File: config.mk
export PLATFORM = sky130hd
export DESIGN_NAME = iir_biquad_df2_filter_flat
export DESIGN_NICKNAME = d
export VERILOG_FILES = /design/src/hw/rtl/ibq_pkg.sv /design/src/hw/rtl/ibq_if.sv /design/src/hw/rtl/ibq_ctrl.sv /design/src/hw/rtl/ibq_datapath.sv /design/src/hw/rtl/iir_biquad_df2_filter.sv /design/src/flat_wrapper.sv
export SDC_FILE = /design/constraint.sdc
export NUM_CORES = 2
export LEC_CHECK = 0
export ABC_CLOCK_PERIOD_IN_PS = 9900
export BUFFER_PORTS_ARGS = -buffer_cell sky130_fd_sc_hd__buf_2
export CORE_ASPECT_RATIO = 2
export CORE_UTILIZATION = 50
export CTS_CLUSTER_SIZE = 8
export DETAILED_ROUTE_END_ITERATION = 10
export HOLD_SLACK_MARGIN = 0.15
export PLACE_DENSITY = 0.65
export SLEW_MARGIN = 20
export SYNTH_ARGS = -nofsm -noshare
export SYNTH_HDL_FRONTEND = slang
export SYNTH_HIERARCHICAL = 1
export SYNTH_SLANG_ARGS = --single-unit
export TNS_END_PERCENT = 5
File: constraint.sdc
create_clock -name clk -period 9.9 [get_ports clk]
set_input_delay 0.495 -clock clk [delete_from_list [all_inputs] [get_ports clk]]
set_output_delay 0.495 -clock clk [all_outputs]
set_load 0.02 [all_outputs]
File: src/hw/rtl/ibq_pkg.sv
// ============================================================================
// ibq_pkg - shared types and constants for the biquad IIR filter
// Holds default widths, coefficient reset values, register indexes and the
// command word that the controller hands to the datapath.
// ============================================================================
package ibq_pkg;

    // Default widths and fixed-point layout.
    localparam int SAMPLE_WIDTH_DEF = 16;
    localparam int COEF_WIDTH_DEF   = 16;
    localparam int STATE_WIDTH_DEF  = 32;
    localparam int STATE_FRAC       = 8;

    // Configuration port layout.
    localparam int CFG_DATA_WIDTH = 32;
    localparam int PADDR_WIDTH    = 5;

    // Coefficient reset values as 16-bit Q2.14 words.
    localparam logic signed [15:0] A1_RESET = -16'sd18725;
    localparam logic signed [15:0] A2_RESET = 16'sd6763;
    localparam logic signed [15:0] B0_RESET = 16'sd1104;
    localparam logic signed [15:0] B1_RESET = 16'sd2210;
    localparam logic signed [15:0] B2_RESET = 16'sd1104;

    // Register indexes on the configuration port (word address).
    typedef enum logic [2:0] {
        REG_FEEDBACK_FIRST  = 3'd0,
        REG_FEEDBACK_SECOND = 3'd1,
        REG_FORWARD_ZERO    = 3'd2,
        REG_FORWARD_FIRST   = 3'd3,
        REG_FORWARD_SECOND  = 3'd4
    } reg_index_t;

    // Operand pair presented to the shared multiplier.
    typedef enum logic [2:0] {
        MUL_A1W1,
        MUL_A2W2,
        MUL_B1W1,
        MUL_B2W2,
        MUL_B0W
    } mul_sel_t;

    // Accumulator operation for one cycle.
    typedef enum logic [2:0] {
        ACC_HOLD,
        ACC_LOAD_X,
        ACC_SUB,
        ACC_LOAD_HALF_ADD,
        ACC_ADD
    } acc_op_t;

    typedef struct packed {
        mul_sel_t mul_sel;
        acc_op_t  acc_op;
        logic     w_load;
        logic     out_load;
    } ibq_cmd_t;

    // Rescales a Q2.14 reset value to a coefficient of the given width.
    function automatic logic signed [31:0] scale_coef(logic signed [15:0] value, int width);
        logic signed [31:0] wide;
        wide = 32'(value);
        if (width >= 16)
            return wide <<< (width - 16);
        return wide >>> (16 - width);
    endfunction

endpackage

File: src/hw/rtl/ibq_if.sv
// ============================================================================
// ibq_if - streaming channels of the biquad IIR filter
// Valid/ready channels for the input sample and for the filtered result.
// ============================================================================
interface ibq_in_if #(
    parameter int SAMPLE_WIDTH = ibq_pkg::SAMPLE_WIDTH_DEF
);
    logic                           valid;
    logic                           ready;
    logic signed [SAMPLE_WIDTH-1:0] sample_in;

    modport source (output valid, output sample_in, input ready);
    modport sink   (input valid, input sample_in, output ready);
endinterface

interface ibq_out_if #(
    parameter int SAMPLE_WIDTH = ibq_pkg::SAMPLE_WIDTH_DEF
);
    logic                           valid;
    logic                           ready;
    logic signed [SAMPLE_WIDTH-1:0] sample_out;
    logic                           overflow;

    modport source (output valid, output sample_out, output overflow, input ready);
    modport sink   (input valid, input sample_out, input overflow, output ready);
endinterface

File: src/hw/rtl/ibq_ctrl.sv
// ============================================================================
// ibq_ctrl - sequencer of the biquad IIR filter
// One-hot state machine that schedules the five products through the shared
// multiplier and owns the input ready and the output valid.
// ============================================================================
module ibq_ctrl (
    input  logic              clk,
    input  logic              rst_n,
    input  logic              in_valid,
    output logic              in_ready,
    output logic              out_valid,
    input  logic              out_ready,
    output ibq_pkg::ibq_cmd_t cmd
);
    import ibq_pkg::*;

    typedef enum logic [6:0] {
        S_IDLE   = 7'b0000001,
        S_FB2    = 7'b0000010,
        S_FBSUM  = 7'b0000100,
        S_WSAT   = 7'b0001000,
        S_FF0    = 7'b0010000,
        S_FFLAST = 7'b0100000,
        S_OUT    = 7'b1000000
    } state_t;

    state_t state_reg, state_next;
    logic   out_valid_reg, out_valid_next;
    logic   accept;
    logic   slot_free;

    assign in_ready  = (state_reg == S_IDLE);
    assign accept    = in_valid && in_ready;
    assign slot_free = !out_valid_reg || out_ready;
    assign out_valid = out_valid_reg;

    always_comb
    begin
        state_next   = state_reg;
        cmd.mul_sel  = MUL_A1W1;
        cmd.acc_op   = ACC_HOLD;
        cmd.w_load   = 1'b0;
        cmd.out_load = 1'b0;
        unique case (state_reg)
            S_IDLE:
            begin
                if (accept)
                begin
                    cmd.mul_sel = MUL_A1W1;
                    cmd.acc_op  = ACC_LOAD_X;
                    state_next  = S_FB2;
                end
            end
            S_FB2:
            begin
                cmd.mul_sel = MUL_A2W2;
                cmd.acc_op  = ACC_SUB;
                state_next  = S_FBSUM;
            end
            S_FBSUM:
            begin
                cmd.mul_sel = MUL_B1W1;
                cmd.acc_op  = ACC_SUB;
                state_next  = S_WSAT;
            end
            S_WSAT:
            begin
                cmd.mul_sel = MUL_B2W2;
                cmd.acc_op  = ACC_LOAD_HALF_ADD;
                cmd.w_load  = 1'b1;
                state_next  = S_FF0;
            end
            S_FF0:
            begin
                cmd.mul_sel = MUL_B0W;
                cmd.acc_op  = ACC_ADD;
                state_next  = S_FFLAST;
            end
            S_FFLAST:
            begin
                cmd.acc_op = ACC_ADD;
                state_next = S_OUT;
            end
            S_OUT:
            begin
                if (slot_free)
                begin
                    cmd.out_load = 1'b1;
                    state_next   = S_IDLE;
                end
            end
            default:
            begin
                state_next = S_IDLE;
            end
        endcase
    end

    always_comb
    begin
        out_valid_next = out_valid_reg;
        if (cmd.out_load)
            out_valid_next = 1'b1;
        else if (out_ready)
            out_valid_next = 1'b0;
    end

    always_ff @(posedge clk or negedge rst_n)
    begin
        if (!rst_n)
        begin
            state_reg     <= S_IDLE;
            out_valid_reg <= 1'b0;
        end
        else
        begin
            state_reg     <= state_next;
            out_valid_reg <= out_valid_next;
        end
    end

    // An accepted word always starts the feedback products.
    a_accept_starts: assert property (@(posedge clk) disable iff (!rst_n)
        accept |=> state_reg == S_FB2)
        else $error("accepted word did not start the sequence");

    // After the delay word is formed, the forward sum steps through S_FF0 and S_FFLAST to S_OUT.
    a_forward_len: assert property (@(posedge clk) disable iff (!rst_n)
        state_reg == S_WSAT |-> ##3 state_reg == S_OUT)
        else $error("forward sum sequence has the wrong length");

    // Loading a result always presents it on the output.
    a_out_presented: assert property (@(posedge clk) disable iff (!rst_n)
        cmd.out_load |=> out_valid_reg && state_reg == S_IDLE)
        else $error("loaded result not presented");

endmodule

File: src/hw/rtl/ibq_datapath.sv
// ============================================================================
// ibq_datapath - arithmetic of the biquad IIR filter
// Shared multiplier with registered product, accumulator, rounding and
// saturation, the two-word delay line and the output register.
// ============================================================================
module ibq_datapath #(
    parameter int SAMPLE_WIDTH = ibq_pkg::SAMPLE_WIDTH_DEF,
    parameter int COEF_WIDTH   = ibq_pkg::COEF_WIDTH_DEF,
    parameter int STATE_WIDTH  = ibq_pkg::STATE_WIDTH_DEF
) (
    input  logic                           clk,
    input  logic                           rst_n,
    input  ibq_pkg::ibq_cmd_t              cmd,
    input  logic signed [SAMPLE_WIDTH-1:0] sample_in,
    input  logic signed [COEF_WIDTH-1:0]   a1,
    input  logic signed [COEF_WIDTH-1:0]   a2,
    input  logic signed [COEF_WIDTH-1:0]   b0,
    input  logic signed [COEF_WIDTH-1:0]   b1,
    input  logic signed [COEF_WIDTH-1:0]   b2,
    output logic signed [SAMPLE_WIDTH-1:0] sample_out,
    output logic                           overflow
);
    import ibq_pkg::*;

    localparam int COEF_FRAC = COEF_WIDTH - 2;
    localparam int SUM_FRAC  = STATE_FRAC + COEF_FRAC;
    localparam int PROD_W    = COEF_WIDTH + STATE_WIDTH;
    localparam int ACC_A     = PROD_W + 2;
    localparam int ACC_B     = SAMPLE_WIDTH + SUM_FRAC + 2;
    localparam int ACC_W     = (ACC_A > ACC_B) ? ACC_A : ACC_B;

    localparam logic signed [ACC_W-1:0] HALF_FB = ACC_W'(1) <<< (COEF_FRAC - 1);
    localparam logic signed [ACC_W-1:0] HALF_FF = ACC_W'(1) <<< (SUM_FRAC - 1);
    localparam logic signed [ACC_W-1:0] W_MAX   = (ACC_W'(1) <<< (STATE_WIDTH - 1)) - 1;
    localparam logic signed [ACC_W-1:0] W_MIN   = -W_MAX - 1;
    localparam logic signed [ACC_W-1:0] Y_MAX   = (ACC_W'(1) <<< (SAMPLE_WIDTH - 1)) - 1;
    localparam logic signed [ACC_W-1:0] Y_MIN   = -Y_MAX - 1;

    logic signed [COEF_WIDTH-1:0]   coef_op;
    logic signed [STATE_WIDTH-1:0]  state_op;
    logic signed [PROD_W-1:0]       prod_next, prod_reg;
    logic signed [ACC_W-1:0]        prod_ext;
    logic signed [ACC_W-1:0]        acc_reg, acc_next;
    logic signed [ACC_W-1:0]        fb_shifted, ff_shifted;
    logic signed [STATE_WIDTH-1:0]  w_sat;
    logic                           w_ov;
    logic signed [SAMPLE_WIDTH-1:0] y_sat;
    logic                           y_ov;
    logic signed [STATE_WIDTH-1:0]  w_reg, w1_reg, w2_reg;
    logic                           ov_w_reg;
    logic signed [SAMPLE_WIDTH-1:0] sample_out_reg;
    logic                           overflow_reg;

    // Operand selection for the shared multiplier.
    always_comb
    begin
        case (cmd.mul_sel)
            MUL_A1W1: begin coef_op = a1; state_op = w1_reg; end
            MUL_A2W2: begin coef_op = a2; state_op = w2_reg; end
            MUL_B1W1: begin coef_op = b1; state_op = w1_reg; end
            MUL_B2W2: begin coef_op = b2; state_op = w2_reg; end
            MUL_B0W:  begin coef_op = b0; state_op = w_reg;  end
            default:  begin coef_op = a1; state_op = w1_reg; end
        endcase
    end

    assign prod_next = coef_op * state_op;
    assign prod_ext  = ACC_W'(prod_reg);

    always_comb
    begin
        case (cmd.acc_op)
            ACC_LOAD_X:        acc_next = (ACC_W'(sample_in) <<< SUM_FRAC) + HALF_FB;
            ACC_SUB:           acc_next = acc_reg - prod_ext;
            ACC_LOAD_HALF_ADD: acc_next = HALF_FF + prod_ext;
            ACC_ADD:           acc_next = acc_reg + prod_ext;
            default:           acc_next = acc_reg;
        endcase
    end

    // Feedback sum rounded to Q.8 and clamped to the delay word range.
    assign fb_shifted = acc_reg >>> COEF_FRAC;

    always_comb
    begin
        w_ov  = 1'b0;
        w_sat = fb_shifted[STATE_WIDTH-1:0];
        if (fb_shifted > W_MAX)
        begin
            w_ov  = 1'b1;
            w_sat = W_MAX[STATE_WIDTH-1:0];
        end
        else if (fb_shifted < W_MIN)
        begin
            w_ov  = 1'b1;
            w_sat = W_MIN[STATE_WIDTH-1:0];
        end
    end

    // Forward sum rounded to an integer and clamped to the sample range.
    assign ff_shifted = acc_reg >>> SUM_FRAC;

    always_comb
    begin
        y_ov  = 1'b0;
        y_sat = ff_shifted[SAMPLE_WIDTH-1:0];
        if (ff_shifted > Y_MAX)
        begin
            y_ov  = 1'b1;
            y_sat = Y_MAX[SAMPLE_WIDTH-1:0];
        end
        else if (ff_shifted < Y_MIN)
        begin
            y_ov  = 1'b1;
            y_sat = Y_MIN[SAMPLE_WIDTH-1:0];
        end
    end

    always_ff @(posedge clk)
    begin
        prod_reg <= prod_next;
        acc_reg  <= acc_next;
        if (cmd.w_load)
        begin
            w_reg    <= w_sat;
            ov_w_reg <= w_ov;
        end
        if (cmd.out_load)
        begin
            sample_out_reg <= y_sat;
            overflow_reg   <= y_ov || ov_w_reg;
        end
    end

    always_ff @(posedge clk or negedge rst_n)
    begin
        if (!rst_n)
        begin
            w1_reg <= '0;
            w2_reg <= '0;
        end
        else if (cmd.out_load)
        begin
            w2_reg <= w1_reg;
            w1_reg <= w_reg;
        end
    end

    assign sample_out = sample_out_reg;
    assign overflow   = overflow_reg;

endmodule

File: src/hw/rtl/iir_biquad_df2_filter.sv
// ============================================================================
// iir_biquad_df2_filter - second-order IIR filter, direct form II
// Filters a stream of signed samples with programmable Q2.14 coefficients,
// a saturating Q24.8 delay line and a rounded, saturated output.
// ============================================================================
//
//   Channel   Direction  Carries                          Handshake
//   in_ch     sink       sample_in                        valid / ready
//   out_ch    source     sample_out, overflow             valid / ready
//   APB       slave      a1, a2, b0, b1, b2 (word 0..4)   psel / penable
//
// When the result is taken promptly, each word steps the sequencer through
// S_FB2, S_FBSUM, S_WSAT, S_FF0, S_FFLAST and S_OUT before the next word is
// accepted: the single shared multiplier forms the five products one per cycle,
// the first in the accepting cycle, and out_ch.valid rises with the result.
// Reset (rst_n, asynchronous) clears the delay line and the sequencer and
// restores the default coefficients. A stalled output register holds the
// sequencer in its output cycle; no new word is taken until the result moves.
//
module iir_biquad_df2_filter #(
    parameter int SAMPLE_WIDTH = ibq_pkg::SAMPLE_WIDTH_DEF,
    parameter int COEF_WIDTH   = ibq_pkg::COEF_WIDTH_DEF,
    parameter int STATE_WIDTH  = ibq_pkg::STATE_WIDTH_DEF
) (
    input  logic                               clk,
    input  logic                               rst_n,
    ibq_in_if.sink                             in_ch,
    ibq_out_if.source                          out_ch,
    input  logic                               psel,
    input  logic                               penable,
    input  logic                               pwrite,
    input  logic [ibq_pkg::PADDR_WIDTH-1:0]    paddr,
    input  logic [ibq_pkg::CFG_DATA_WIDTH-1:0] pwdata,
    output logic [ibq_pkg::CFG_DATA_WIDTH-1:0] prdata,
    output logic                               pready
);
    import ibq_pkg::*;

    // Default coefficients rescaled to the configured coefficient width.
    localparam logic signed [COEF_WIDTH-1:0] A1_RST = COEF_WIDTH'(scale_coef(A1_RESET, COEF_WIDTH));
    localparam logic signed [COEF_WIDTH-1:0] A2_RST = COEF_WIDTH'(scale_coef(A2_RESET, COEF_WIDTH));
    localparam logic signed [COEF_WIDTH-1:0] B0_RST = COEF_WIDTH'(scale_coef(B0_RESET, COEF_WIDTH));
    localparam logic signed [COEF_WIDTH-1:0] B1_RST = COEF_WIDTH'(scale_coef(B1_RESET, COEF_WIDTH));
    localparam logic signed [COEF_WIDTH-1:0] B2_RST = COEF_WIDTH'(scale_coef(B2_RESET, COEF_WIDTH));
    localparam int PAD_W = CFG_DATA_WIDTH - COEF_WIDTH;

    logic signed [COEF_WIDTH-1:0] feedback_first_reg;
    logic signed [COEF_WIDTH-1:0] feedback_second_reg;
    logic signed [COEF_WIDTH-1:0] forward_zero_reg;
    logic signed [COEF_WIDTH-1:0] forward_first_reg;
    logic signed [COEF_WIDTH-1:0] forward_second_reg;
    logic                         cfg_write;
    logic [2:0]                   cfg_index;
    logic [COEF_WIDTH-1:0]        cfg_value;
    ibq_cmd_t                     cmd;

    // ------------------------------------------------------------------
    // Configuration registers. Writes land in the access phase; pready is
    // tied high, so every transfer completes without wait states. Writes to an
    // unused word address are dropped and read back as zero.
    // ------------------------------------------------------------------
    assign pready    = 1'b1;
    assign cfg_write = psel && penable && pwrite && pready;
    assign cfg_index = paddr[PADDR_WIDTH-1:2];
    assign cfg_value = pwdata[COEF_WIDTH-1:0];

    always_ff @(posedge clk or negedge rst_n)
    begin
        if (!rst_n)
        begin
            feedback_first_reg  <= A1_RST;
            feedback_second_reg <= A2_RST;
            forward_zero_reg    <= B0_RST;
            forward_first_reg   <= B1_RST;
            forward_second_reg  <= B2_RST;
        end
        else if (cfg_write)
        begin
            unique case (cfg_index)
                REG_FEEDBACK_FIRST:  feedback_first_reg  <= cfg_value;
                REG_FEEDBACK_SECOND: feedback_second_reg <= cfg_value;
                REG_FORWARD_ZERO:    forward_zero_reg    <= cfg_value;
                REG_FORWARD_FIRST:   forward_first_reg   <= cfg_value;
                REG_FORWARD_SECOND:  forward_second_reg  <= cfg_value;
                default:
                begin
                end
            endcase
        end
    end

    // Read data is the raw coefficient word, zero-extended.
    always_comb
    begin
        unique case (cfg_index)
            REG_FEEDBACK_FIRST:  prdata = {{PAD_W{1'b0}}, feedback_first_reg};
            REG_FEEDBACK_SECOND: prdata = {{PAD_W{1'b0}}, feedback_second_reg};
            REG_FORWARD_ZERO:    prdata = {{PAD_W{1'b0}}, forward_zero_reg};
            REG_FORWARD_FIRST:   prdata = {{PAD_W{1'b0}}, forward_first_reg};
            REG_FORWARD_SECOND:  prdata = {{PAD_W{1'b0}}, forward_second_reg};
            default:             prdata = '0;
        endcase
    end

    // ------------------------------------------------------------------
    // Sequencer: accepts a word when idle, steps through the products and
    // loads the output register once it is free.
    // ------------------------------------------------------------------
    ibq_ctrl u_ctrl (
        .clk       (clk),
        .rst_n     (rst_n),
        .in_valid  (in_ch.valid),
        .in_ready  (in_ch.ready),
        .out_valid (out_ch.valid),
        .out_ready (out_ch.ready),
        .cmd       (cmd)
    );

    // ------------------------------------------------------------------
    // Datapath: w = x - a1*w1 - a2*w2 (rounded, clamped), then
    // y = b0*w + b1*w1 + b2*w2 (rounded, clamped), then the delay shift.
    // ------------------------------------------------------------------
    ibq_datapath #(
        .SAMPLE_WIDTH (SAMPLE_WIDTH),
        .COEF_WIDTH   (COEF_WIDTH),
        .STATE_WIDTH  (STATE_WIDTH)
    ) u_datapath (
        .clk        (clk),
        .rst_n      (rst_n),
        .cmd        (cmd),
        .sample_in  (in_ch.sample_in),
        .a1         (feedback_first_reg),
        .a2         (feedback_second_reg),
        .b0         (forward_zero_reg),
        .b1         (forward_first_reg),
        .b2         (forward_second_reg),
        .sample_out (out_ch.sample_out),
        .overflow   (out_ch.overflow)
    );

endmodule
File: src/flat_wrapper.sv
// flat-port wrapper written by rule: the top's interface ports become plain ports
module iir_biquad_df2_filter_flat import ibq_pkg::*;
#(
    parameter int SAMPLE_WIDTH = ibq_pkg::SAMPLE_WIDTH_DEF,
    parameter int COEF_WIDTH   = ibq_pkg::COEF_WIDTH_DEF,
    parameter int STATE_WIDTH  = ibq_pkg::STATE_WIDTH_DEF
)
  (clk, rst_n, psel, penable, pwrite, paddr, pwdata, prdata, pready, in_ch_valid, in_ch_sample_in, in_ch_ready, out_ch_valid, out_ch_sample_out, out_ch_overflow, out_ch_ready);
  ibq_in_if #(.SAMPLE_WIDTH(SAMPLE_WIDTH)) in_ch_i ();
  ibq_out_if #(.SAMPLE_WIDTH(SAMPLE_WIDTH)) out_ch_i ();
  input  logic clk;
  input  logic rst_n;
  input  logic psel;
  input  logic penable;
  input  logic pwrite;
  input  logic [ibq_pkg::PADDR_WIDTH-1:0] paddr;
  input  logic [ibq_pkg::CFG_DATA_WIDTH-1:0] pwdata;
  output logic [ibq_pkg::CFG_DATA_WIDTH-1:0] prdata;
  output logic pready;
  input wire logic [$bits(in_ch_i.valid)-1:0] in_ch_valid;
  input wire logic [$bits(in_ch_i.sample_in)-1:0] in_ch_sample_in;
  output wire logic [$bits(in_ch_i.ready)-1:0] in_ch_ready;
  output wire logic [$bits(out_ch_i.valid)-1:0] out_ch_valid;
  output wire logic [$bits(out_ch_i.sample_out)-1:0] out_ch_sample_out;
  output wire logic [$bits(out_ch_i.overflow)-1:0] out_ch_overflow;
  input wire logic [$bits(out_ch_i.ready)-1:0] out_ch_ready;
  assign in_ch_i.valid = in_ch_valid;
  assign in_ch_i.sample_in = in_ch_sample_in;
  assign in_ch_ready = in_ch_i.ready;
  assign out_ch_valid = out_ch_i.valid;
  assign out_ch_sample_out = out_ch_i.sample_out;
  assign out_ch_overflow = out_ch_i.overflow;
  assign out_ch_i.ready = out_ch_ready;
  iir_biquad_df2_filter #(.SAMPLE_WIDTH(SAMPLE_WIDTH), .COEF_WIDTH(COEF_WIDTH), .STATE_WIDTH(STATE_WIDTH)) u_core (.clk(clk), .rst_n(rst_n), .in_ch(in_ch_i), .out_ch(out_ch_i), .psel(psel), .penable(penable), .pwrite(pwrite), .paddr(paddr), .pwdata(pwdata), .prdata(prdata), .pready(pready));
endmodule
==> run_results.csv <==
group,metric,value,unit
routing,detail-route-antenna-nets,0,
clock_network,cts_max_level,2,
synth,synth_cell_types,96,
worst_setup_path,slowest_delay,0.58,ns
layout,drive_gt1_share,13.4,%
timing,tightest_slew,1.18,ns
grt,grt_pass1_vias,28714,
worst_setup_path,critical_path.top_delay_family,"adder cells",
timing,whs,0.206,ns
worst_setup_path,cp_num_buf_inv,8,
routing,routed_via_density,5.73,
worst_setup_path,crit_path_end_kind,"flop",
synth,synthCells,3702,
timing,hold_violations,0,
routing,first_iter_violations,1347,
synth,synth_top_flop_cell,"dfrtp_1",
layout,final_util,54.8,%
pwr,irDropWorstVdd,190,uV
grt,grt_pass1_wl,157000,um
worst_setup_path,cp_common_cell,"fa_1",
worst_setup_path,timing.rr.start,"u_core/u_ctrl/state_reg[5]",
timing,fin_setup_tns,0,ns
routing,post-route-drc-count,0,
synth,yosys.area.top_type_share,27.8,%
grt,overflow,0,
worst_setup_path,critPathRequiredTime,10.41,ns
pwr,power_leakage,17.7,nW
layout,stdcell_area,38100,um^2
timing,fmax,0.106,GHz
synth,synth.largest_area_cell,"fa_1",
synth,syn_avg_cell_area,9.49,um^2
routing,dr.pass1.iters,5,
layout,fin_nets,4466,
synth,seq_area_frac_synth,22.2,%
floorplan,core_area,69600,um^2
hold_path,min_from,"pwdata[10]",
worst_setup_path,worstSetupStartpointType,"flop",
routing,dr_total_vias,26868,
pwr,power,8.39,mW
timing,min_period,9.44,ns
place,port_buffers,76,
hold_path,hold_depth,2,
worst_setup_path,r2r_end,"u_core/u_datapath/prod_reg[45]",
routing,wirelength,98700,um
floorplan,core.rowCount,137,
worst_setup_path,critPathMaxFanout,22,
floorplan,die_y,377,um
clock_network,cts_tree,"done",
floorplan,pin_count,112,
clock_network,clk_pin_slew,0.06,ns
layout,instances_no_fill,4689,
place,gp_congestion,0.956,
timing,setup_viol,0,
place,hpwl,78600,um
synth,ys_ff_latch,300,
grt,grt_usage,28.6,%
place,place_inst,4607,
timing,finalMaxSlewViolations,0,
timing,post-route-period-util,95.3,%
clock_network,cts.sinks,300,
clock_network,clockBufferDepth,3,
worst_setup_path,r2r_setup_slack,0.46,ns
synth,yosysWarnings,6,
hold_path,hp-class,"in2reg",
timing,rsz0062_at_grt,"no",
synth,synth_area_leaders,"fa_1, dfrtp_1, edfxtp_1, inv_1, ha_1",
synth,synth-edff-count,100,
pwr,power_density,220,nW/um^2
worst_setup_path,ff2ff_path_depth,33,
place,post-place-ws,0.325,ns
run_status,status,"finished, final reports clean",
clock_network,numCtsBuffers,43,
worst_setup_path,crit_type,"reg2reg",
timing,clock_skew,0.0351,ns
layout,largest_register_ff_count,50,
grt,grt_max_degree,83,
worst_setup_path,slowest_stage,"fa_1",
clock_network,insertion_delay,0.60,ns
timing,worst_slack,0.460,ns
synth,async_flop_share,50.7,%
floorplan,start_util,50.5,%
layout,area_growth,8.58,%
floorplan,die_area,71400,um^2
grt,antenna_found_initial,0,
job,cap_violations,0,
routing,wire_per_inst,21.0,um
place,place_area,36800,um^2
floorplan,fp.dieW,189,um
synth,synth_area,35100,um^2
hold_path,hold_end,"u_core/feedback_first_reg[10]",
worst_setup_path,crit_arrival,9.95,ns
clock_network,cts_root_buf,"clkbuf_16",
timing,max-slew-margin-rel,21.0,%
-- worst max-delay path by stage --
stage	start	end	cells past startpoint
finish	u_core/u_ctrl/state_reg[5]	u_core/u_datapath/prod_reg[45]	33
global route	u_core/u_ctrl/state_reg[5]	u_core/u_datapath/prod_reg[45]	33
CTS	u_core/u_ctrl/state_reg[5]	u_core/u_datapath/prod_reg[45]	30
detailed placement	u_core/u_ctrl/state_reg[5]	u_core/u_datapath/prod_reg[45]	30
global placement	u_core/u_ctrl/state_reg[5]	u_core/u_datapath/prod_reg[45]	30
floorplan	u_core/u_ctrl/state_reg[5]	u_core/u_datapath/prod_reg[43]	32
-- synthesized netlist by cell type, drive strengths merged, types with 35 or more instances --
master	n
a21oi	127
nand2	389
a22oi	43
nand3	36
inv	611
o21ai	118
mux2	167
a221oi	35
xor2	71
xnor2	89
ha	166
clkbuf	156
and2	68
buf	52
fa	487
edfxtp	100
dfrtp	122
o21a	58
a21o	55
dfxtp	48
nor2	290
-- final cells by class --
class	instances	area, um^2
inverters	611	2290
repair buffers	199	1380
flip-flops and latches	300	7800
well taps	903	1130
multi-input cells	2598	24300
diodes	1	2.50
clock buffers	73	1190
fillers	6407	31500
clock inverters	4	60.1
-- layout by cell type (no fill, tap or decap), drive strengths merged, types with 30 or more instances in the layout --
cell	count
dfstp	30
and2	68
edfxtp	100
dfrtp	122
clkbuf	73
a21oi	127
dfxtp	48
ha	166
nand2	389
a221oi	35
nand3	36
mux2	167
a21o	55
o21ai	118
a221o	32
o21a	58
nor3	32
inv	612
buf	196
xor2	71
xnor2	89
fa	487
nor2	290
a22oi	43
-- report_power, final --
group          switching, mW  internal (mW)  leakage, nW
Clock                  0.591          0.815        0.592
Combinational           3.09           1.90         13.8
Sequential             0.314           1.68         3.29
-- per-layer routing --
| layer | up-vias | track usage, % | wire, um |
|---|---|---|---|
| met5 | - | 0 | 0 |
| met4 | 0 | 17.1 | 6770 |
| met3 | 329 | 2.94 | 4260 |
| met2 | 891 | 53.3 | 52900 |
| met1 | 13507 | 30.8 | 34700 |
| li1 | 12141 | - | - |
-- what timing repair did --
| item | 4_1_cts | 5_1_grt |
|---|---|---|
| buffers inserted | 0 | 1 |
| hold endpoints to repair | 77 | 0 |
| endpoints found under the setup margin | 0 | 6 |
| resized for setup | 0 | 3 |
| hold buffers | 3 | 0 |
-- kinds of logic (layout without fill, tap and decap cells) --
group	after synthesis	count (layout)	share of synthesized area, %
compound gates	601	601	11.7
fa+ha+maj	653	653	33.7
mux	190	190	6.40
xor+xnor	160	160	3.99
buf+inv	819	887	9.22
simple gates	977	977	12.8
flops	300	300	22.2
other cells	2	18	0.0214
No activity file was read; power rests on OpenSTA's default activity.
